<file path="config.mk">
export PLATFORM = sky130hd
export DESIGN_NAME = stepper_command_half_step_driver_top_flat
export DESIGN_NICKNAME = d
export VERILOG_FILES = /design/src/sv/scsd_pkg.sv /design/src/sv/scsd_if.sv /design/src/sv/scsd_front.sv /design/src/sv/scsd_queue.sv /design/src/sv/scsd_back.sv /design/src/sv/stepper_command_half_step_driver_top.sv /design/src/flat_wrapper.sv
export SDC_FILE = /design/constraint.sdc
export NUM_CORES = 1
export LEC_CHECK = 0
export ABC_AREA = 1
export BUFFER_PORTS_ARGS = -buffer_cell sky130_fd_sc_hd__buf_4
export CORE_MARGIN = 2
export CORE_UTILIZATION = 30
export DETAILED_ROUTE_END_ITERATION = 8
export GPL_TIMING_DRIVEN = 0
export PLACE_DENSITY = 0.5
export SLEW_MARGIN = 20
export SYNTH_ARGS = -nofsm -noshare
export SYNTH_HDL_FRONTEND = slang
export SYNTH_SLANG_ARGS = --single-unit
</file>
<file path="constraint.sdc">
create_clock -name clk -period 3.8 [get_ports clk]
set_input_delay 0.19 -clock clk [delete_from_list [all_inputs] [get_ports clk]]
set_output_delay 0.19 -clock clk [all_outputs]
set_load 0.02 [all_outputs]
</file>
<file path="src/sv/scsd_pkg.sv">
// Shared types, constants and helper functions for the stepper command sequencer.
package scsd_pkg;

	localparam int SEQ_LEN     = 8;
	localparam int PHASE_W     = $clog2(SEQ_LEN);
	localparam int QUEUE_DEPTH = 2;
	localparam int QPTR_W      = $clog2(QUEUE_DEPTH);
	localparam int QCNT_W      = $clog2(QUEUE_DEPTH + 1);

	localparam logic [7:0] CH_NEWLINE = 8'h0A;
	localparam logic [7:0] CH_SPEED   = 8'h73; // 's'
	localparam logic [7:0] CH_POS     = 8'h70; // 'p'
	localparam logic [7:0] CH_SPACE   = 8'h20;
	localparam logic [7:0] CH_TAB     = 8'h09;
	localparam logic [7:0] CH_CR      = 8'h0D;
	localparam logic [7:0] CH_MINUS   = 8'h2D;
	localparam logic [7:0] CH_PLUS    = 8'h2B;
	localparam logic [7:0] CH_ZERO    = 8'h30;
	localparam logic [7:0] CH_NINE    = 8'h39;

	// Parsed delay of 32767 is stored as zero.
	localparam logic [15:0] DELAY_ALIAS = 16'h7FFF;

	typedef enum logic [1:0] {
		LETTER_OTHER,
		LETTER_SPEED,
		LETTER_POS
	} letter_t;

	typedef enum logic [1:0] {
		PH_SKIP,
		PH_DIGITS,
		PH_DONE
	} parse_phase_t;

	typedef enum logic {
		DIR_CW,
		DIR_CCW
	} dir_t;

	// Classified transaction handed from front to back.
	typedef struct packed {
		logic       tick;
		logic       newline;
		logic       white;
		logic       sign;
		logic       minus;
		logic       digit;
		logic [3:0] digit_val;
		letter_t    letter;
	} scsd_item_t;

	typedef struct packed {
		logic full;
		logic empty;
	} scsd_q_stat_t;

	// Half-step pattern; counter-clockwise walks the same table backwards.
	function automatic logic [3:0] coil_lookup(dir_t dir, logic [PHASE_W-1:0] idx);
		logic [PHASE_W-1:0] eff;
		logic [3:0]         pat;
		eff = (dir == DIR_CCW) ? ~idx : idx;
		unique case (eff)
			3'd0: pat = 4'h1;
			3'd1: pat = 4'h3;
			3'd2: pat = 4'h2;
			3'd3: pat = 4'h6;
			3'd4: pat = 4'h4;
			3'd5: pat = 4'hC;
			3'd6: pat = 4'h8;
			3'd7: pat = 4'h9;
			default: pat = 4'h0;
		endcase
		return pat;
	endfunction

	function automatic logic [15:0] hold_ticks(logic [15:0] d);
		return (d == 16'd0) ? 16'd1 : d;
	endfunction

endpackage

</file>
<file path="src/sv/scsd_if.sv">
// Valid/ready channel interfaces for the command and status streams.
interface scsd_cmd_if;
	logic       valid;
	logic       ready;
	logic       mode;
	logic [7:0] rx_byte;

	modport source (output valid, output mode, output rx_byte, input ready);
	modport sink (input valid, input mode, input rx_byte, output ready);
endinterface

interface scsd_stat_if;
	logic               valid;
	logic               ready;
	logic [3:0]         coil_pattern;
	logic               moving;
	logic signed [15:0] current_position;
	logic signed [15:0] target_position;
	logic [15:0]        step_delay;
	logic               line_done;

	modport source (
		output valid, output coil_pattern, output moving, output current_position,
		output target_position, output step_delay, output line_done, input ready
	);
	modport sink (
		input valid, input coil_pattern, input moving, input current_position,
		input target_position, input step_delay, input line_done, output ready
	);
endinterface

</file>
<file path="src/sv/scsd_front.sv">
// Front end: accepts command transactions and classifies bytes for the back end.
module scsd_front import scsd_pkg::*; (
	scsd_cmd_if.sink     cmd,
	input  scsd_q_stat_t q_stat,
	output logic         q_push,
	output scsd_item_t   q_item
);

	logic [7:0] b;

	assign b          = cmd.rx_byte;
	assign cmd.ready  = !q_stat.full;
	assign q_push     = cmd.valid && !q_stat.full;

	always_comb begin
		q_item           = '0;
		q_item.tick      = cmd.mode;
		q_item.newline   = (b == CH_NEWLINE);
		// space, TAB, LF, VT, FF, CR
		q_item.white     = (b == CH_SPACE) || ((b >= CH_TAB) && (b <= CH_CR));
		q_item.sign      = (b == CH_MINUS) || (b == CH_PLUS);
		q_item.minus     = (b == CH_MINUS);
		q_item.digit     = (b >= CH_ZERO) && (b <= CH_NINE);
		q_item.digit_val = 4'(b - CH_ZERO);
		unique case (b)
			CH_SPEED: q_item.letter = LETTER_SPEED;
			CH_POS:   q_item.letter = LETTER_POS;
			default:  q_item.letter = LETTER_OTHER;
		endcase
	end

endmodule

</file>
<file path="src/sv/scsd_queue.sv">
// Two-entry queue between the front and back ends.
module scsd_queue import scsd_pkg::*; (
	input  logic         clk,
	input  logic         arst_n,
	input  logic         push,
	input  scsd_item_t   push_item,
	input  logic         pop,
	output scsd_item_t   head,
	output scsd_q_stat_t stat
);

	scsd_item_t          mem_q [QUEUE_DEPTH];
	logic [QPTR_W-1:0]   wr_ptr_q;
	logic [QPTR_W-1:0]   rd_ptr_q;
	logic [QCNT_W-1:0]   count_q;

	assign stat.full  = (count_q == QCNT_W'(QUEUE_DEPTH));
	assign stat.empty = (count_q == '0);
	assign head       = mem_q[rd_ptr_q];

	always_ff @(posedge clk) begin
		if (push) begin
			mem_q[wr_ptr_q] <= push_item;
		end
	end

	always_ff @(posedge clk or negedge arst_n) begin
		if (!arst_n) begin
			wr_ptr_q <= '0;
			rd_ptr_q <= '0;
			count_q  <= '0;
		end else begin
			if (push) begin
				wr_ptr_q <= QPTR_W'(wr_ptr_q + 1'b1);
			end
			if (pop) begin
				rd_ptr_q <= QPTR_W'(rd_ptr_q + 1'b1);
			end
			count_q <= QCNT_W'(count_q + QCNT_W'(push) - QCNT_W'(pop));
		end
	end

endmodule

</file>
<file path="src/sv/scsd_back.sv">
// Back end: line parser, motion sequencer and the status register.
module scsd_back import scsd_pkg::*; #(
	parameter int LINE_CHARS = 6
) (
	input  logic         clk,
	input  logic         arst_n,
	input  scsd_item_t   head,
	input  scsd_q_stat_t q_stat,
	output logic         pop,
	scsd_stat_if.source  status
);

	localparam int LC_W = $clog2(LINE_CHARS + 1);

	// line parser
	logic [LC_W-1:0] lc_q, lc_n;
	letter_t         letter_q, letter_n;
	parse_phase_t    phase_q, phase_n;
	logic            neg_q, neg_n;
	logic [15:0]     acc_q, acc_n;
	// commanded values
	logic [15:0]     target_q, target_n;
	logic [15:0]     delay_q, delay_n;
	logic [15:0]     pos_q, pos_n;
	// motion
	logic [15:0]        lat_target_q, lat_target_n;
	logic [15:0]        lat_delay_q, lat_delay_n;
	logic [15:0]        rem_q, rem_n;
	dir_t               dir_q, dir_n;
	logic [PHASE_W-1:0] idx_q, idx_n;
	logic [15:0]        hold_q, hold_n;
	logic               busy_q, busy_n;
	logic [3:0]         coil_q, coil_n;
	// status handshake
	logic               valid_q;
	logic               done_q, done_n;

	logic [15:0]        diff, value, acc_x10, hold_dec, rem_dec;
	logic [PHASE_W-1:0] idx_inc;
	dir_t               start_dir;

	assign pop       = !q_stat.empty && (!valid_q || status.ready);
	assign diff      = 16'(target_q - pos_q);
	assign start_dir = diff[15] ? DIR_CCW : DIR_CW;
	assign value     = neg_q ? 16'(16'd0 - acc_q) : acc_q;
	assign acc_x10   = 16'({acc_q[12:0], 3'b000} + {acc_q[14:0], 1'b0} + {12'd0, head.digit_val});
	assign hold_dec  = (hold_q != 16'd0) ? 16'(hold_q - 16'd1) : hold_q;
	assign rem_dec   = 16'(rem_q - 16'd1);
	assign idx_inc   = PHASE_W'(idx_q + 1'b1);

	always_comb begin
		lc_n         = lc_q;
		letter_n     = letter_q;
		phase_n      = phase_q;
		neg_n        = neg_q;
		acc_n        = acc_q;
		target_n     = target_q;
		delay_n      = delay_q;
		pos_n        = pos_q;
		lat_target_n = lat_target_q;
		lat_delay_n  = lat_delay_q;
		rem_n        = rem_q;
		dir_n        = dir_q;
		idx_n        = idx_q;
		hold_n       = hold_q;
		busy_n       = busy_q;
		coil_n       = coil_q;
		done_n       = done_q;

		if (pop) begin
			done_n = !head.tick && head.newline;
			if (head.tick) begin
				if (!busy_q) begin
					if (diff != 16'd0) begin
						lat_target_n = target_q;
						lat_delay_n  = delay_q;
						dir_n        = start_dir;
						rem_n        = diff[15] ? 16'(16'd0 - diff) : diff;
						idx_n        = '0;
						coil_n       = coil_lookup(start_dir, '0);
						hold_n       = hold_ticks(delay_q);
						busy_n       = 1'b1;
					end
				end else if (hold_dec != 16'd0) begin
					hold_n = hold_dec;
				end else begin
					hold_n = hold_dec;
					idx_n  = idx_inc;
					if (idx_inc == '0 && rem_dec == 16'd0) begin
						// last pattern of the last cycle: motion complete, coils keep pattern
						rem_n  = rem_dec;
						busy_n = 1'b0;
						pos_n  = lat_target_q;
					end else begin
						if (idx_inc == '0) begin
							rem_n = rem_dec;
						end
						coil_n = coil_lookup(dir_q, idx_inc);
						hold_n = hold_ticks(lat_delay_q);
					end
				end
			end else if (head.newline) begin
				if (lc_q != '0) begin
					case (letter_q)
						LETTER_SPEED: delay_n  = (value == DELAY_ALIAS) ? 16'd0 : value;
						LETTER_POS:   target_n = value;
						default:      ;
					endcase
				end
				lc_n     = '0;
				letter_n = LETTER_OTHER;
				phase_n  = PH_SKIP;
				neg_n    = 1'b0;
				acc_n    = '0;
			end else if (lc_q < LC_W'(LINE_CHARS)) begin
				lc_n = LC_W'(lc_q + 1'b1);
				if (lc_q == '0) begin
					letter_n = head.letter;
				end else if (phase_q == PH_SKIP && head.white) begin
					phase_n = PH_SKIP;
				end else if (phase_q == PH_SKIP && head.sign) begin
					neg_n   = head.minus;
					phase_n = PH_DIGITS;
				end else if (phase_q == PH_SKIP || phase_q == PH_DIGITS) begin
					if (head.digit) begin
						acc_n   = acc_x10;
						phase_n = PH_DIGITS;
					end else begin
						phase_n = PH_DONE;
					end
				end
			end
		end
	end

	always_ff @(posedge clk or negedge arst_n) begin
		if (!arst_n) begin
			lc_q         <= '0;
			letter_q     <= LETTER_OTHER;
			phase_q      <= PH_SKIP;
			neg_q        <= 1'b0;
			acc_q        <= '0;
			target_q     <= '0;
			delay_q      <= '0;
			pos_q        <= '0;
			lat_target_q <= '0;
			lat_delay_q  <= '0;
			rem_q        <= '0;
			dir_q        <= DIR_CW;
			idx_q        <= '0;
			hold_q       <= '0;
			busy_q       <= 1'b0;
			coil_q       <= '0;
			done_q       <= 1'b0;
			valid_q      <= 1'b0;
		end else begin
			lc_q         <= lc_n;
			letter_q     <= letter_n;
			phase_q      <= phase_n;
			neg_q        <= neg_n;
			acc_q        <= acc_n;
			target_q     <= target_n;
			delay_q      <= delay_n;
			pos_q        <= pos_n;
			lat_target_q <= lat_target_n;
			lat_delay_q  <= lat_delay_n;
			rem_q        <= rem_n;
			dir_q        <= dir_n;
			idx_q        <= idx_n;
			hold_q       <= hold_n;
			busy_q       <= busy_n;
			coil_q       <= coil_n;
			done_q       <= done_n;
			if (pop) begin
				valid_q <= 1'b1;
			end else if (status.ready) begin
				valid_q <= 1'b0;
			end
		end
	end

	// State only moves on a pop, so it doubles as the held status payload.
	assign status.valid            = valid_q;
	assign status.coil_pattern     = coil_q;
	assign status.moving           = busy_q;
	assign status.current_position = $signed(pos_q);
	assign status.target_position  = $signed(target_q);
	assign status.step_delay       = delay_q;
	assign status.line_done        = done_q;

	a_hold_live: assert property (@(posedge clk) disable iff (!arst_n)
		busy_q |-> hold_q != 16'd0)
		else $error("hold counter zero during motion");

	a_rem_live: assert property (@(posedge clk) disable iff (!arst_n)
		busy_q |-> rem_q != 16'd0)
		else $error("no cycles left during motion");

	a_end_pos: assert property (@(posedge clk) disable iff (!arst_n)
		$fell(busy_q) |-> pos_q == lat_target_q)
		else $error("position not at latched target after motion");

	a_line_len: assert property (@(posedge clk) disable iff (!arst_n)
		lc_q <= LC_W'(LINE_CHARS))
		else $error("line length past limit");

	a_no_change_stalled: assert property (@(posedge clk) disable iff (!arst_n)
		(valid_q && !status.ready) |=> $stable(pos_q) && $stable(coil_q) && valid_q)
		else $error("status changed while stalled");

endmodule

</file>
<file path="src/sv/stepper_command_half_step_driver_top.sv">
// Top level of the half-step stepper command sequencer.
//
//   channel  dir  handshake            payload
//   cmd      in   cmd.valid/cmd.ready  mode, rx_byte
//   status   out  status.valid/ready   coil_pattern, moving, current_position,
//                                      target_position, step_delay, line_done
//
// Sustained rate is one transaction per clock on both channels while status.ready stays high.
// A status transaction appears once its command has passed through the two-entry
// queue and then the back-end state update.
// Reset clears every register but the queue storage; no clearing pass, cmd.ready is high right after.
// A status stall freezes the back end; the queue absorbs two commands, then
// cmd.ready drops until status.ready returns.
module stepper_command_half_step_driver_top import scsd_pkg::*; #(
	parameter int LINE_CHARS = 6
) (
	input logic         clk,
	input logic         arst_n,
	scsd_cmd_if.sink    cmd,
	scsd_stat_if.source status
);

	scsd_item_t   push_item;
	scsd_item_t   head;
	scsd_q_stat_t q_stat;
	logic         push;
	logic         pop;

	// front: byte classification and input handshake
	scsd_front u_front (
		.cmd    (cmd),
		.q_stat (q_stat),
		.q_push (push),
		.q_item (push_item)
	);

	// decouples acceptance from execution
	scsd_queue u_queue (
		.clk       (clk),
		.arst_n    (arst_n),
		.push      (push),
		.push_item (push_item),
		.pop       (pop),
		.head      (head),
		.stat      (q_stat)
	);

	// back: line parser, motion sequencer, status register
	scsd_back #(
		.LINE_CHARS (LINE_CHARS)
	) u_back (
		.clk    (clk),
		.arst_n (arst_n),
		.head   (head),
		.q_stat (q_stat),
		.pop    (pop),
		.status (status)
	);

endmodule
</file>
<file path="src/flat_wrapper.sv">
// flat-port wrapper written by rule: the top's interface ports become plain ports
module stepper_command_half_step_driver_top_flat import scsd_pkg::*;
#(
	parameter int LINE_CHARS = 6
)
  (clk, arst_n, cmd_valid, cmd_mode, cmd_rx_byte, cmd_ready, status_valid, status_coil_pattern, status_moving, status_current_position, status_target_position, status_step_delay, status_line_done, status_ready);
  scsd_cmd_if cmd_i ();
  scsd_stat_if status_i ();
  input logic clk;
  input logic arst_n;
  input wire logic [$bits(cmd_i.valid)-1:0] cmd_valid;
  input wire logic [$bits(cmd_i.mode)-1:0] cmd_mode;
  input wire logic [$bits(cmd_i.rx_byte)-1:0] cmd_rx_byte;
  output wire logic [$bits(cmd_i.ready)-1:0] cmd_ready;
  output wire logic [$bits(status_i.valid)-1:0] status_valid;
  output wire logic [$bits(status_i.coil_pattern)-1:0] status_coil_pattern;
  output wire logic [$bits(status_i.moving)-1:0] status_moving;
  output wire logic [$bits(status_i.current_position)-1:0] status_current_position;
  output wire logic [$bits(status_i.target_position)-1:0] status_target_position;
  output wire logic [$bits(status_i.step_delay)-1:0] status_step_delay;
  output wire logic [$bits(status_i.line_done)-1:0] status_line_done;
  input wire logic [$bits(status_i.ready)-1:0] status_ready;
  assign cmd_i.valid = cmd_valid;
  assign cmd_i.mode = cmd_mode;
  assign cmd_i.rx_byte = cmd_rx_byte;
  assign cmd_ready = cmd_i.ready;
  assign status_valid = status_i.valid;
  assign status_coil_pattern = status_i.coil_pattern;
  assign status_moving = status_i.moving;
  assign status_current_position = status_i.current_position;
  assign status_target_position = status_i.target_position;
  assign status_step_delay = status_i.step_delay;
  assign status_line_done = status_i.line_done;
  assign status_i.ready = status_ready;
  stepper_command_half_step_driver_top #(.LINE_CHARS(LINE_CHARS)) u_core (.clk(clk), .arst_n(arst_n), .cmd(cmd_i), .status(status_i));
endmodule
</file>
* Yosys cells after proc, flatten, opt, wreduce, memory -nomap -nowiden
Memories as Yosys holds them, arrays and structs flattened. Cells that the tools add are included.
Word-level totals: register bits after elaboration 151, bits in writable memories 24, ROM bits 64, input port bits 13, output and inout bits 56, word-level logic and storage cells 171, memories 3
Memories:
- (name not given) | words 8, bits a word 4, rd ports 1, clocked after memory_dff 0, wr ports 0, RTL line scsd_pkg.sv:63 | unique case (eff)
- (name not given) | words 8, bits a word 4, rd ports 1, clocked after memory_dff 0, wr ports 0, RTL line scsd_pkg.sv:63
- u_core.u_queue.mem_q | words 2, bits a word 12, rd ports 1, clocked after memory_dff 0, wr ports 1, RTL line scsd_queue.sv:12 | scsd_item_t mem_q [QUEUE_DEPTH];
Operators by class: add/sub/neg operators 14, magnitude comparators 5, equal/unequal tests 17, mux-type cells 58, bitwise gates (word level) 4, reductions and logical operators 49
Operators with widths (number):
- 2-to-1 mux 16 bit | 22
- zero test 16 bit | 3
- nonzero test 16 bit | 3
- subtractor 1 x 16 -> 16 bit (first input constant) | 2
- subtractor 16 x 1 -> 16 bit (second input constant) | 2
- AND reduction 5 bit | 6
- equality test 8 x 6 -> 1 bit (second input constant) | 3
- 2-to-1 mux 3 bit | 7
- 2-to-1 mux 2 bit | 10
- adder 16 bit | 1
- adder 16 x 4 -> 16 bit | 1
- equality test 16 x 15 -> 1 bit (second input constant) | 1
- equality test 8 x 7 -> 1 bit (second input constant) | 2
- 2-to-1 mux 4 bit | 4
- subtractor 16 bit | 1
- 2-to-1 mux 1 bit | 14
- nonzero test 2 bit | 7
- AND reduction 4 bit | 3
- inequality test 2 bit (second input constant) | 5
- equality test 8 x 4 -> 1 bit (second input constant) | 1
- >= comparator 8 x 4 -> 1 bit (second input constant) | 1
- >= comparator 8 x 6 -> 1 bit (second input constant) | 1
- less-or-equal comparator 8 x 4 -> 1 bit (second input constant) | 1
- less-or-equal comparator 8 x 6 -> 1 bit (second input constant) | 1
- 23 further kinds | 45

* Longest topological paths before layout
Gate-level depths: netlist of run 1.
word-level depth 9, gate-level depth with buffers 22, depth with buffers taken out 20

* By module
Synthesis of run 1 repeated with hierarchy kept, for this count alone.
Second synthesis, totals: cell total of the unflattened synthesis 1662, area, all modules 11648.7 µm²
By module, submodules not included:
- scsd_back | instances 1, cells an instance 1529, area an instance 10318.6 µm², seq. area each 3678.5 µm²
- scsd_queue | instances 1, cells an instance 87, area an instance 1104.8 µm², seq. area each 820.8 µm²
- scsd_front | instances 1, cells an instance 46, area an instance 225.2 µm², seq. area each 0.0 µm²

* Worst setup path before layout of run 1
Ideal clock, no wire load.
path type register to register, start register u_core.u_queue.rd_ptr_q, end register u_core.u_back.acc_q[12], setup time 126 ps, data arrival time 2923 ps, data required time 3674 ps, path slack 750 ps, cell stages (with the launch flop) 16, path buffers 1, clock period less this slack 3050 ps, path through dfrtp_1 > buf_1 > nand2_1 > nand2_1 > fa_1 > inv_1 > fa_1 > o21ai_0 > nand2_1 > nand2_1 > a21oi_1 > o21ai_0 > a21oi_1 > or2_2 > nand3_1 > o21ai_0
On the way: longest elaborated chain between the ends 9, elaborated cells on any way between the ends 19, those cells by class 1 x add/sub; 3 x eq/ne; 7 x mux; 1 x bitwise; 6 x reduce/logical; 1 x memory
Ends and longest elaborated chain:
- start: declaration | RTL line scsd_queue.sv:14 | logic [QPTR_W-1:0] rd_ptr_q;
- start signal: assignment | RTL line scsd_queue.sv:37 | rd_ptr_q <= QPTR_W'(rd_ptr_q + 1'b1);
- memory (2 x 12 bit) (*)
- adder 16 x 4 -> 16 bit | RTL line scsd_back.sv:46 | assign acc_x10 = 16'({acc_q[12:0], 3'b000} + {acc_q[14:0], 1'b0} + {12'd0, head.digit_val});
- 2-to-1 mux 16 bit | RTL line scsd_back.sv:125 | if (head.digit) begin
- 2-to-1 mux 16 bit | RTL line scsd_back.sv:124 | end else if (phase_q == PH_SKIP || phase_q == PH_DIGITS) begin
- 2-to-1 mux 16 bit | RTL line scsd_back.sv:121 | end else if (phase_q == PH_SKIP && head.sign) begin
- 2-to-1 mux 16 bit | RTL line scsd_back.sv:119 | end else if (phase_q == PH_SKIP && head.white) begin
- 2-to-1 mux 16 bit | RTL line scsd_back.sv:117 | if (lc_q == '0) begin
- 2-to-1 mux 16 bit | RTL line scsd_back.sv:115 | end else if (lc_q < LC_W'(LINE_CHARS)) begin
- 2-to-1 mux 16 bit | RTL line scsd_back.sv:102 | end else if (head.newline) begin
- end signal: assignment | RTL line scsd_back.sv:161 | acc_q <= acc_n;
- end: declaration | RTL line scsd_back.sv:20 | logic [15:0] acc_q, acc_n;
Mark *: on every way between the ends. The rest lies on a longest branch, timed or not. The select of a mux whose other input is x is not followed. A chain may end at the register's enable or synchronous reset.

* Final worst setup path of run 1
Same ends and word-level chain as after synthesis.

==> results of run 1 <==
metrics by stage:
stage          std cells  total power (W)  utilization [%]  worst slack, ns  hold WS [ns]
2_1_floorplan       1639          0.00638                -            0.750        -0.106
3_3_place_gp        2225          0.00783             33.3            0.111         0.384
3_5_place_dp        2226          0.00789             33.4            0.143         0.190
4_1_cts             2266          0.00987             35.3            0.100         0.140
5_1_grt             2266           0.0107             35.3           0.0777         0.160
6_report            2266          0.00978             35.3            0.304         0.161
final cells by class:
cell class                      instances  area share, %
Buffer                                 42           1.67
Timing Repair Buffer                   77           4.60
Clock buffer                           17           3.13
Sequential cell                       175           33.1
Clock inverter                         15           1.68
Tap cell                              518           4.77
Multi-Input combinational cell       1205           45.0
Inverter                              217           5.99
registers in the layout (all words and copies together), names as in the netlist, 2 cells and up:
register,cells
u_core.u_queue.mem_q,24
u_core.u_back.acc_q,16
u_core.u_back.hold_q,16
u_core.u_back.lat_delay_q,16
u_core.u_back.lat_target_q,16
u_core.u_back.rem_q,16
u_core.u_back.status.current_position,16
u_core.u_back.status.step_delay,16
u_core.u_back.status.target_position,16
u_core.u_back.status.coil_pattern,4
u_core.u_back.idx_q,3
u_core.u_back.lc_q,3
u_core.u_back.letter_q,2
u_core.u_back.phase_q,2
u_core.u_queue.count_q,2
where the power goes:
part | switching (W) | leakage (nW) | internal, W
Sequential | 0.000463 | 2.03 | 0.00227
Combinational | 0.00335 | 4.51 | 0.00176
Clock | 0.000920 | 0.314 | 0.00102
Total | 0.00474 | 6.86 | 0.00504
layer usage:
layer	GRT usage, %	share of wire, %	vias to the layer above
met5	0	0	-
met4	4.23	1.6	0
met3	2.90	3.4	32
met2	28.9	49	127
met1	20.7	46	4824
li1	-	-	5451
layout by cell type, fill, tap and decap left out, types with 8 or more instances in the layout:
| master | instances |
|---|---|
| xor2_1 | 34 |
| dlygate4sd3_1 | 8 |
| nor2_1 | 171 |
| o21ai_1 | 41 |
| xnor2_1 | 14 |
| nand3_1 | 101 |
| clkbuf_1 | 18 |
| ha_1 | 54 |
| clkbuf_16 | 17 |
| nand4_1 | 38 |
| nand2_1 | 514 |
| a21oi_1 | 60 |
| dfrtp_1 | 151 |
| inv_1 | 214 |
| buf_2 | 15 |
| buf_4 | 68 |
| edfxtp_1 | 24 |
| nor3_1 | 10 |
| nor2_2 | 9 |
| o21ai_0 | 76 |
| o22ai_1 | 12 |
cell families after synthesis:
kind of cell	count (synthesis)	share of synthesized area, %
mux	2	0.172
xor+xnor	49	3.75
compound gates	206	9.45
fa+ha+maj	57	6.31
flops	175	38.6
simple gates	891	32.8
buf+inv	259	8.93
tightest hold or removal path, delay by kind of cell:
| family | cells | cell delay, ns |
|---|---|---|
| simple gates | 2 | 0.17 |
| buf+inv | 1 | 0.08 |
worst paths after layout:
kind / startpoint / end / slack [ns] / cells past startpoint
min: cmd_rx_byte[7] / u_core.u_queue.mem_q[1][0]$_DFFE_PP_ / 0.16 / 3
max in group asynchronous: arst_n / u_core.u_back.hold_q[6]$_DFFE_PN0P_ / 2.69 / 3
max: u_core.u_queue.rd_ptr_q$_DFFE_PN0P_ / u_core.u_back.acc_q[12]$_DFFE_PN0P_ / 0.30 / 15
min in group asynchronous: arst_n / u_core.u_back.rem_q[2]$_DFFE_PN0P_ / 0.28 / 2
max reg2reg: u_core.u_queue.rd_ptr_q$_DFFE_PN0P_ / u_core.u_back.acc_q[12]$_DFFE_PN0P_ / 0.30 / 15
min reg2reg: u_core.u_back.status.coil_pattern[3]$_DFFE_PN0P_ / u_core.u_back.status.coil_pattern[3]$_DFFE_PN0P_ / 0.48 / 2
timing repair:
action | in CTS | in global routing
resized for setup | 0 | 1
endpoints found under the hold margin | 83 | 0
endpoints found under the setup margin | 0 | 1
hold buffers | 8 | 0
==> impl_metrics.py, run 1 <==
metrics = {
    "die": {
        "die_width_um": 201,
        "core_area_mm2": 0.0385,
        "dieArea_mm2": 0.0405,
        "start_util_pct": 30.3,
        "pin_count": 69,
        "row_count": 72,
        "die_h_um": 201,
    },
    "worst_setup_path": {
        "crit_path_cell_trace": "buf_1 -> nand2_1 -> nand2_1 -> fa_1 -> inv_1 -> fa_1 -> o21ai_1 -> nand2_1 -> nand2_1 -> a21oi_1 -> o21ai_0 -> a21oi_1 -> or2_2 -> nand3_1 -> o21ai_0",
        "critical_path_class": "reg -> reg",
        "crit_family": "adder cells",
        "path_common_cell": "nand2_1",
        "cp.required_ns": 4.13,
        "arrival_ns": 3.83,
        "setup.worst_path.start_class": "flip-flop",
        "cpMaxStageDelayCell": "fa_1",
        "crit_fanout": 10,
        "cp-end-kind": "flip-flop",
        "crit_buf_inv": 2,
        "cpPeakStageDelay_ns": 0.51,
    },
    "yosys": {
        "netlist_area_mm2": 0.0117,
        "synthTopCellsByArea": "dfrtp_1 (32%), nand2_1 (17%), inv_1 (6.9%), edfxtp_1 (6.2%), ha_1 (5.8%)",
        "synth_top_area_share_pct": 32.4,
        "synth_common_cells": "nand2_1 (514), inv_1 (214), nor2_1 (173)",
        "syn-instance-count": 1639,
        "syn_nets": 1709,
        "ys.flop_type": "dfrtp_1",
        "synth-seq-cells": 175,
        "synth-edff-count": 24,
        "synth.most_common_cell": "nand2_1",
        "synth.avg_cell_area_um2": 7.11,
        "synthDistinctLibCells": 53,
        "ys_warn_count": 0,
        "synth_area_leader_cell": "dfrtp_1",
        "ys_seq_area_share_pct": 38.6,
        "synthArstFlopShare_pct": 86.3,
    },
    "min_path": {
        "hp-class": "in -> reg",
    },
    "global_route": {
        "antenna_found_initial": 0,
        "track_usage_pct": 16.4,
        "grt_pass1_vias": 10400,
        "grt_overflow_total": 0,
        "grt_max_degree": 81,
        "grt_pass1_wl_mm": 53.4,
    },
    "finish": {
        "seqCellArea_mm2": 0.00450,
        "area_growth_pct": 16.6,
        "stdcell_area_mm2": 0.0136,
        "fill_cells": 4162,
        "multiInputGateArea_mm2": 0.00612,
        "nets": 1805,
        "layout-drive-gt1-share_pct": 9.67,
        "insertedDiodeCount": 0,
    },
    "routing": {
        "ant_nets": 0,
        "first_pass_iters": 4,
        "drt_iter0_drc": 337,
        "vias_per_cell": 4.60,
        "route.vias.total": 10400,
        "wirelength_mm": 32.8,
        "drc_errors": 0,
        "wl_per_cell_um": 14.5,
    },
    "timing": {
        "relSlewSlack_pct": 51.6,
        "fmax_ghz": 0.286,
        "setup_tns_ns": 0,
        "hold_viol_final": 0,
        "worst_slew_pin_slew_ns": 0.724,
        "rsz0062_at_grt": "no",
        "period_needed_ns": 3.50,
        "finalCritPeriodShare_pct": 92.0,
        "finalSetupViolations": 0,
        "slew_violations": 0,
        "clock_skew_ns": 0.0151,
    },
    "power": {
        "peakVddDrop_mv": 0.362,
        "powerDensity_mw_per_mm2": 720,
        "p_leak_nw": 6.86,
    },
    "clock_network": {
        "clk_pin_slew_ns": 0.08,
        "cts_made_buffers": 17,
        "root_buffer": "clkbuf_16",
        "clock_sinks": 175,
        "cts_tree": "yes",
        "postCtsSetupRepairBufs": 0,
        "max-clock-path-buffers": 2,
        "h-tree-depth": 4,
        "clkLatencyLatePin_ns": 0.45,
    },
    "placement": {
        "place_area_mm2": 0.0129,
        "portBuffers": 68,
        "dp_hpwl_mm": 25.8,
        "gp_congestion": 0.859,
    },
    "status": {
        "outcome": "finished, final reports clean",
    },
    "flow_run": {
        "maxCapViolations": 0,
    },
}
No activity file was read; power rests on OpenSTA's default activity.
==> run 2, diff against run 1 <==
CORE_UTILIZATION = 55   (was 30)
PLACE_DENSITY = 0.81   (was 0.5)
SLEW_MARGIN = 25   (was 20)
clock period = 2.95 ns   (was 3.8 ns; I/O delays follow)
==> impl_metrics.py, run 2 (synthesized netlist as in run 1, its figures left out) <==
metrics = {
    "status": {
        "outcome": "finished, final reports clean",
    },
    "worst_setup_path": {
        "r2r_cells": 15,
        "r2r_end": "u_core.u_back.acc_q[12]$_DFFE_PN0P_",
        "crit_family": "adder cells",
        "arrival_ns": 3.16,
        "crit_path_cell_trace": "buf_6 -> nand2_1 -> nand2_2 -> fa_1 -> inv_1 -> fa_2 -> o21ai_2 -> nand2_1 -> nand2_1 -> a21oi_2 -> o21ai_2 -> a21oi_2 -> or2_4 -> nand3_2 -> o21ai_1",
        "crit_fanout": 8,
        "critical_path_class": "reg -> reg",
        "cpPeakStageDelay_ns": 0.52,
        "r2r_start": "u_core.u_queue.rd_ptr_q$_DFFE_PN0P_",
        "crit_buf_inv": 2,
        "setup.worst_path.start_class": "flip-flop",
        "r2r_setup_slack_ns": 0.12,
        "cpMaxStageDelayCell": "fa_1",
        "path_common_cell": "nand2_1",
        "cp.required_ns": 3.28,
        "cp-end-kind": "flip-flop",
    },
    "finish": {
        "largest_register_ffs": 24,
        "area_growth_pct": 18.3,
        "layout-drive-gt1-share_pct": 14.0,
        "largest_register": "u_core.u_queue.mem_q",
        "layout_commonest_cell": "nand2_1",
        "final_core_util_pct": 66.0,
        "nets": 1828,
        "fin_cells": 2046,
        "final_cell_mix": "nand2_1 (501), inv_1 (208), nor2_1 (162), dfrtp_1 (149), nand3_1 (97)",
        "insertedDiodeCount": 0,
    },
    "timing": {
        "fmax_ghz": 0.353,
        "finalCritPeriodShare_pct": 96.0,
        "slew_violations": 0,
        "finalSetupViolations": 0,
        "setup_tns_ns": 0,
        "rsz0062_at_grt": "yes",
        "period_needed_ns": 2.83,
        "hold_viol_final": 0,
        "relSlewSlack_pct": 56.8,
        "clock_skew_ns": 0.0135,
        "worst_slew_pin_slew_ns": 0.648,
    },
    "global_route": {
        "antenna_found_initial": 0,
        "track_usage_pct": 28.0,
        "grt_pass1_wl_mm": 50.5,
        "grt_overflow_total": 0,
        "grt_max_degree": 91,
        "grt_pass1_vias": 10600,
    },
    "power": {
        "net-switching-power_w": 0.00630,
        "pwr-share-comb_pct": 55.6,
        "p_clk_share_pct": 17.6,
        "powerDensity_mw_per_mm2": 952,
        "seqPwrFrac_pct": 26.8,
        "peakVddDrop_mv": 0.701,
        "sw_frac_of_total_pct": 48.0,
        "p_int_w": 0.00683,
        "p_leak_nw": 7.02,
    },
    "placement": {
        "dp_hpwl_mm": 22.7,
        "gp_congestion": 0.899,
        "portBuffers": 68,
        "placed_cells": 1983,
    },
    "die": {
        "core_area_mm2": 0.0209,
        "dieArea_mm2": 0.0224,
        "pin_count": 69,
        "row_count": 53,
        "start_util_pct": 55.8,
        "die_width_um": 150,
        "die_h_um": 150,
    },
    "clock_network": {
        "max-clock-path-buffers": 2,
        "root_buffer": "clkbuf_16",
        "clock_sinks": 175,
        "cts_tree": "yes",
        "cts_made_buffers": 17,
        "h-tree-depth": 4,
        "clkLatencyLatePin_ns": 0.44,
        "clk_pin_slew_ns": 0.08,
    },
    "routing": {
        "drt_iter0_drc": 891,
        "vias_per_cell": 5.43,
        "drc_errors": 0,
        "first_pass_iters": 5,
        "wl_per_cell_um": 15.1,
        "wirelength_mm": 30.9,
        "ant_nets": 0,
        "route.vias.total": 11100,
    },
    "min_path": {
        "min_to": "u_core.u_queue.mem_q[1][0]$_DFFE_PP_",
        "min-delay-start": "cmd_rx_byte[7]",
        "hp-class": "in -> reg",
        "holdPathStages": 3,
    },
    "flow_run": {
        "maxCapViolations": 0,
    },
}
## run 2: stage by stage
| stage | area (um2) | hold slack (ns) | power [W] | worst slack, ns |
|---|---|---|---|---|
| floorplan | 11700 | -0.148 | 0.00822 | 0.0525 |
| global placement | 12500 | 0.338 | 0.00972 | -0.358 |
| detailed placement | 12500 | 0.109 | 0.00993 | -0.366 |
| CTS | 13300 | 0.113 | 0.0124 | -0.000199 |
| global route | 13800 | 0.133 | 0.0142 | -0.0924 |
| finish | 13800 | 0.122 | 0.0131 | 0.118 |
## run 2: per-layer routing
| metal | up-vias | track usage, % | wire (um) |
|---|---|---|---|
| li1 | 5492 | - | - |
| met1 | 5164 | 34.6 | 12700 |
| met2 | 380 | 49.0 | 15500 |
| met3 | 77 | 4.57 | 1760 |
| met4 | 0 | 10.8 | 925 |
| met5 | - | 0 | 0 |
## run 2: power groups by stage
stage	clock [W]	combinational (W)	sequential, W
CTS	0.00232	0.00661	0.00349
global placement	0	0.00621	0.00351
floorplan	0	0.00471	0.00351
finish	0.00231	0.00730	0.00351
global route	0.00241	0.00820	0.00356
detailed placement	0	0.00641	0.00352
## run 2: worst max-delay path by stage
stage / start / cells past startpoint / end
CTS: u_core.u_back.status.target_position[0]$_DFFE_PN0P_ / 19 / u_core.u_back.hold_q[4]$_DFFE_PN0P_
detailed placement: u_core.u_queue.rd_ptr_q$_DFFE_PN0P_ / 15 / u_core.u_back.acc_q[12]$_DFFE_PN0P_
floorplan: u_core.u_queue.rd_ptr_q$_DFFE_PN0P_ / 15 / u_core.u_back.acc_q[12]$_DFFE_PN0P_
global placement: u_core.u_queue.rd_ptr_q$_DFFE_PN0P_ / 15 / u_core.u_back.acc_q[12]$_DFFE_PN0P_
global route: u_core.u_back.status.target_position[7]$_DFFE_PN0P_ / 19 / u_core.u_back.rem_q[13]$_DFFE_PN0P_
finish: u_core.u_queue.rd_ptr_q$_DFFE_PN0P_ / 15 / u_core.u_back.acc_q[12]$_DFFE_PN0P_
## run 2: timing repair
action	CTS	global route
hold buffers	8	0
setup endpoints to repair	73	94
pin swaps	5	22
hold endpoints to repair	73	0
resized for setup	18	79
setup buffers	8	15
gates cloned	0	1
## run 2: worst min-delay path, cell delays in order
cell and delay (ns):
buf_4 0.09, or3b_2 0.12, nor2_1 0.05
## run 2: cell type report
| type | count | area (um2) |
|---|---|---|
| tap | 275 | 344 |
| sequential | 175 | 4500 |
| inverter | 217 | 818 |
| multi-input combinational | 1205 | 6390 |
| clock buffer | 18 | 429 |
| clock inverter | 14 | 170 |
| fill | 1765 | 7100 |
| timing repair buffer | 101 | 856 |
| buffer | 41 | 274 |
==> run 3, diff against run 2 <==
RECOVER_POWER = 100   (was default)
==> impl_metrics.py, run 3 (synthesized netlist as in run 1, its figures left out) <==
metrics = {
    "min_path": {
        "min-delay-start": "cmd_rx_byte[7]",
        "holdPathStages": 3,
        "min_to": "u_core.u_queue.mem_q[0][1]$_DFFE_PP_",
        "hp-class": "in -> reg",
    },
    "global_route": {
        "grt_pass1_wl_mm": 50.5,
        "grt_overflow_total": 0,
        "antenna_found_initial": 0,
        "grt_max_degree": 91,
        "grt_pass1_vias": 10600,
        "track_usage_pct": 28.0,
    },
    "finish": {
        "largest_register_ffs": 24,
        "stdcell_area_mm2": 0.0135,
        "nets": 1828,
        "seqCellArea_mm2": 0.00450,
        "area_growth_pct": 16.2,
        "multiInputGateArea_mm2": 0.00639,
        "final_cell_mix": "nand2_1 (501), inv_1 (208), nor2_1 (164), dfrtp_1 (149), nand3_1 (97)",
        "layout-drive-gt1-share_pct": 10.6,
        "fill_cells": 1837,
        "largest_register": "u_core.u_queue.mem_q",
        "insertedDiodeCount": 0,
        "layout_commonest_cell": "nand2_1",
    },
    "power": {
        "p_leak_nw": 6.78,
        "powerDensity_mw_per_mm2": 959,
        "peakVddDrop_mv": 0.698,
        "p_total_w": 0.0130,
    },
    "routing": {
        "wl_per_cell_um": 15.2,
        "drc_errors": 0,
        "vias_per_cell": 5.43,
        "ant_nets": 0,
        "route.vias.total": 11100,
        "first_pass_iters": 6,
        "drt_iter0_drc": 960,
        "wirelength_mm": 31.0,
    },
    "worst_setup_path": {
        "r2r_cells": 16,
        "arrival_ns": 3.17,
        "r2r_setup_slack_ns": 0.10,
        "r2r_start": "u_core.u_queue.rd_ptr_q$_DFFE_PN0P_",
        "crit_fanout": 4,
        "r2r_end": "u_core.u_back.acc_q[12]$_DFFE_PN0P_",
        "critical_path_class": "reg -> reg",
        "cp.required_ns": 3.27,
        "setup.worst_path.start_class": "flip-flop",
        "cp-end-kind": "flip-flop",
    },
    "clock_network": {
        "clkLatencyLatePin_ns": 0.44,
        "clock_sinks": 175,
        "cts_tree": "yes",
        "h-tree-depth": 4,
        "cts_made_buffers": 17,
        "clk_pin_slew_ns": 0.08,
        "max-clock-path-buffers": 2,
        "root_buffer": "clkbuf_16",
    },
    "timing": {
        "period_needed_ns": 2.85,
        "fmax_ghz": 0.351,
        "finalSetupViolations": 0,
        "clock_skew_ns": 0.0128,
        "hold_viol_final": 0,
        "worst_slew_pin_slew_ns": 1.57,
        "relSlewSlack_pct": -4.87,
        "finalCritPeriodShare_pct": 96.5,
        "rsz0062_at_grt": "yes",
        "slew_violations": 62,
    },
    "status": {
        "failed_checks": "capacitance limit, slew limit",
        "outcome": "finished, violations left",
    },
    "placement": {
        "place_area_mm2": 0.0125,
        "dp_hpwl_mm": 22.7,
        "gp_congestion": 0.899,
        "portBuffers": 68,
    },
    "die": {
        "start_util_pct": 55.8,
        "die_h_um": 150,
        "core_area_mm2": 0.0209,
        "row_count": 53,
        "dieArea_mm2": 0.0224,
        "pin_count": 69,
        "die_width_um": 150,
    },
    "flow_run": {
        "maxCapViolations": 1,
    },
}
[run 3: cell count changes in the layout (fill, tap and decap cells not counted)]
cell / change
buf_4: -60
clkbuf_1: +59
nor2_1: +2
nor2_2: -2
buf_8: -1
clkbuf_2: +1
clkbuf_4: +1
o21ai_0: +1
o21ai_1: -1
[run 3: worst max-delay path by stage]
stage                                                        startpoint  cells past startpoint  slack, ns                                  end
floorplan                           u_core.u_queue.rd_ptr_q$_DFFE_PN0P_                     15       0.05  u_core.u_back.acc_q[12]$_DFFE_PN0P_
global placement                    u_core.u_queue.rd_ptr_q$_DFFE_PN0P_                     15      -0.36  u_core.u_back.acc_q[12]$_DFFE_PN0P_
global route        u_core.u_back.status.target_position[7]$_DFFE_PN0P_                     19      -0.09  u_core.u_back.rem_q[13]$_DFFE_PN0P_
CTS                 u_core.u_back.status.target_position[0]$_DFFE_PN0P_                     19    -0.0002  u_core.u_back.hold_q[4]$_DFFE_PN0P_
finish                              u_core.u_queue.rd_ptr_q$_DFFE_PN0P_                     16       0.10  u_core.u_back.acc_q[12]$_DFFE_PN0P_
detailed placement                  u_core.u_queue.rd_ptr_q$_DFFE_PN0P_                     15      -0.37  u_core.u_back.acc_q[12]$_DFFE_PN0P_
[run 3: timing repair]
item	CTS	global route
buffers inserted	8	15
pin swaps	5	22
hold endpoints to repair	73	0
hold buffers	8	0
setup endpoints to repair	73	94
gates resized for setup	18	79
cloned	0	1
[run 3: cell type report]
cell class | instances | area share (%)
Multi-Input combinational cell | 1205 | 47.1
Inverter | 217 | 6.04
Tap cell | 275 | 2.54
Timing Repair Buffer | 101 | 4.61
Sequential cell | 175 | 33.2
Clock inverter | 14 | 1.26
Buffer | 41 | 2.02
Clock buffer | 18 | 3.17
[run 3: critical path, stage by stage (launching register included)]
cell,delay (ns)
dfrtp_2,0.43
clkinvlp_4,0.16
nand2_1,0.09
nand2_1,0.05
ha_1,0.28
ha_2,0.19
inv_1,0.07
fa_2,0.41
o21ai_2,0.18
nand2_1,0.09
nand2_1,0.09
a21oi_2,0.07
o21ai_2,0.18
a21oi_2,0.08
or2_4,0.23
nand3_2,0.06
o21ai_1,0.06
[run 3: through the flow]
| step | hold slack [ns] | utilization (%) | cells | setup TNS (ns) | setup slack [ns] |
|---|---|---|---|---|---|
| final | 0.130 | 64.9 | 2046 | 0 | 0.104 |
| after global routing | 0.133 | 64.9 | 2046 | -3.89 | -0.0906 |
| after global placement | 0.338 | 59.9 | 1982 | -8.23 | -0.358 |
| after detailed placement | 0.109 | 60.1 | 1983 | -12.30 | -0.366 |
| after CTS | 0.113 | 63.9 | 2030 | -0.000199 | -0.000199 |
| after floorplan | -0.148 | - | 1639 | 0 | 0.0525 |
[run 3: where the power goes]
part / leakage (nW) / internal, W / switching [W]
Sequential: 2.03 / 0.00292 / 0.000588
Clock: 0.295 / 0.00122 / 0.00110
Combinational: 4.46 / 0.00255 / 0.00462
Total: 6.78 / 0.00669 / 0.00631
[run 3: routing by layer]
| metal | up-vias | wire length [um] | GRT usage (%) |
|---|---|---|---|
| li1 | 5490 | - | - |
| met1 | 5171 | 13000 | 34.6 |
| met2 | 378 | 15400 | 49.0 |
| met3 | 76 | 1640 | 4.57 |
| met4 | 0 | 987 | 10.8 |
| met5 | - | 0 | 0 |
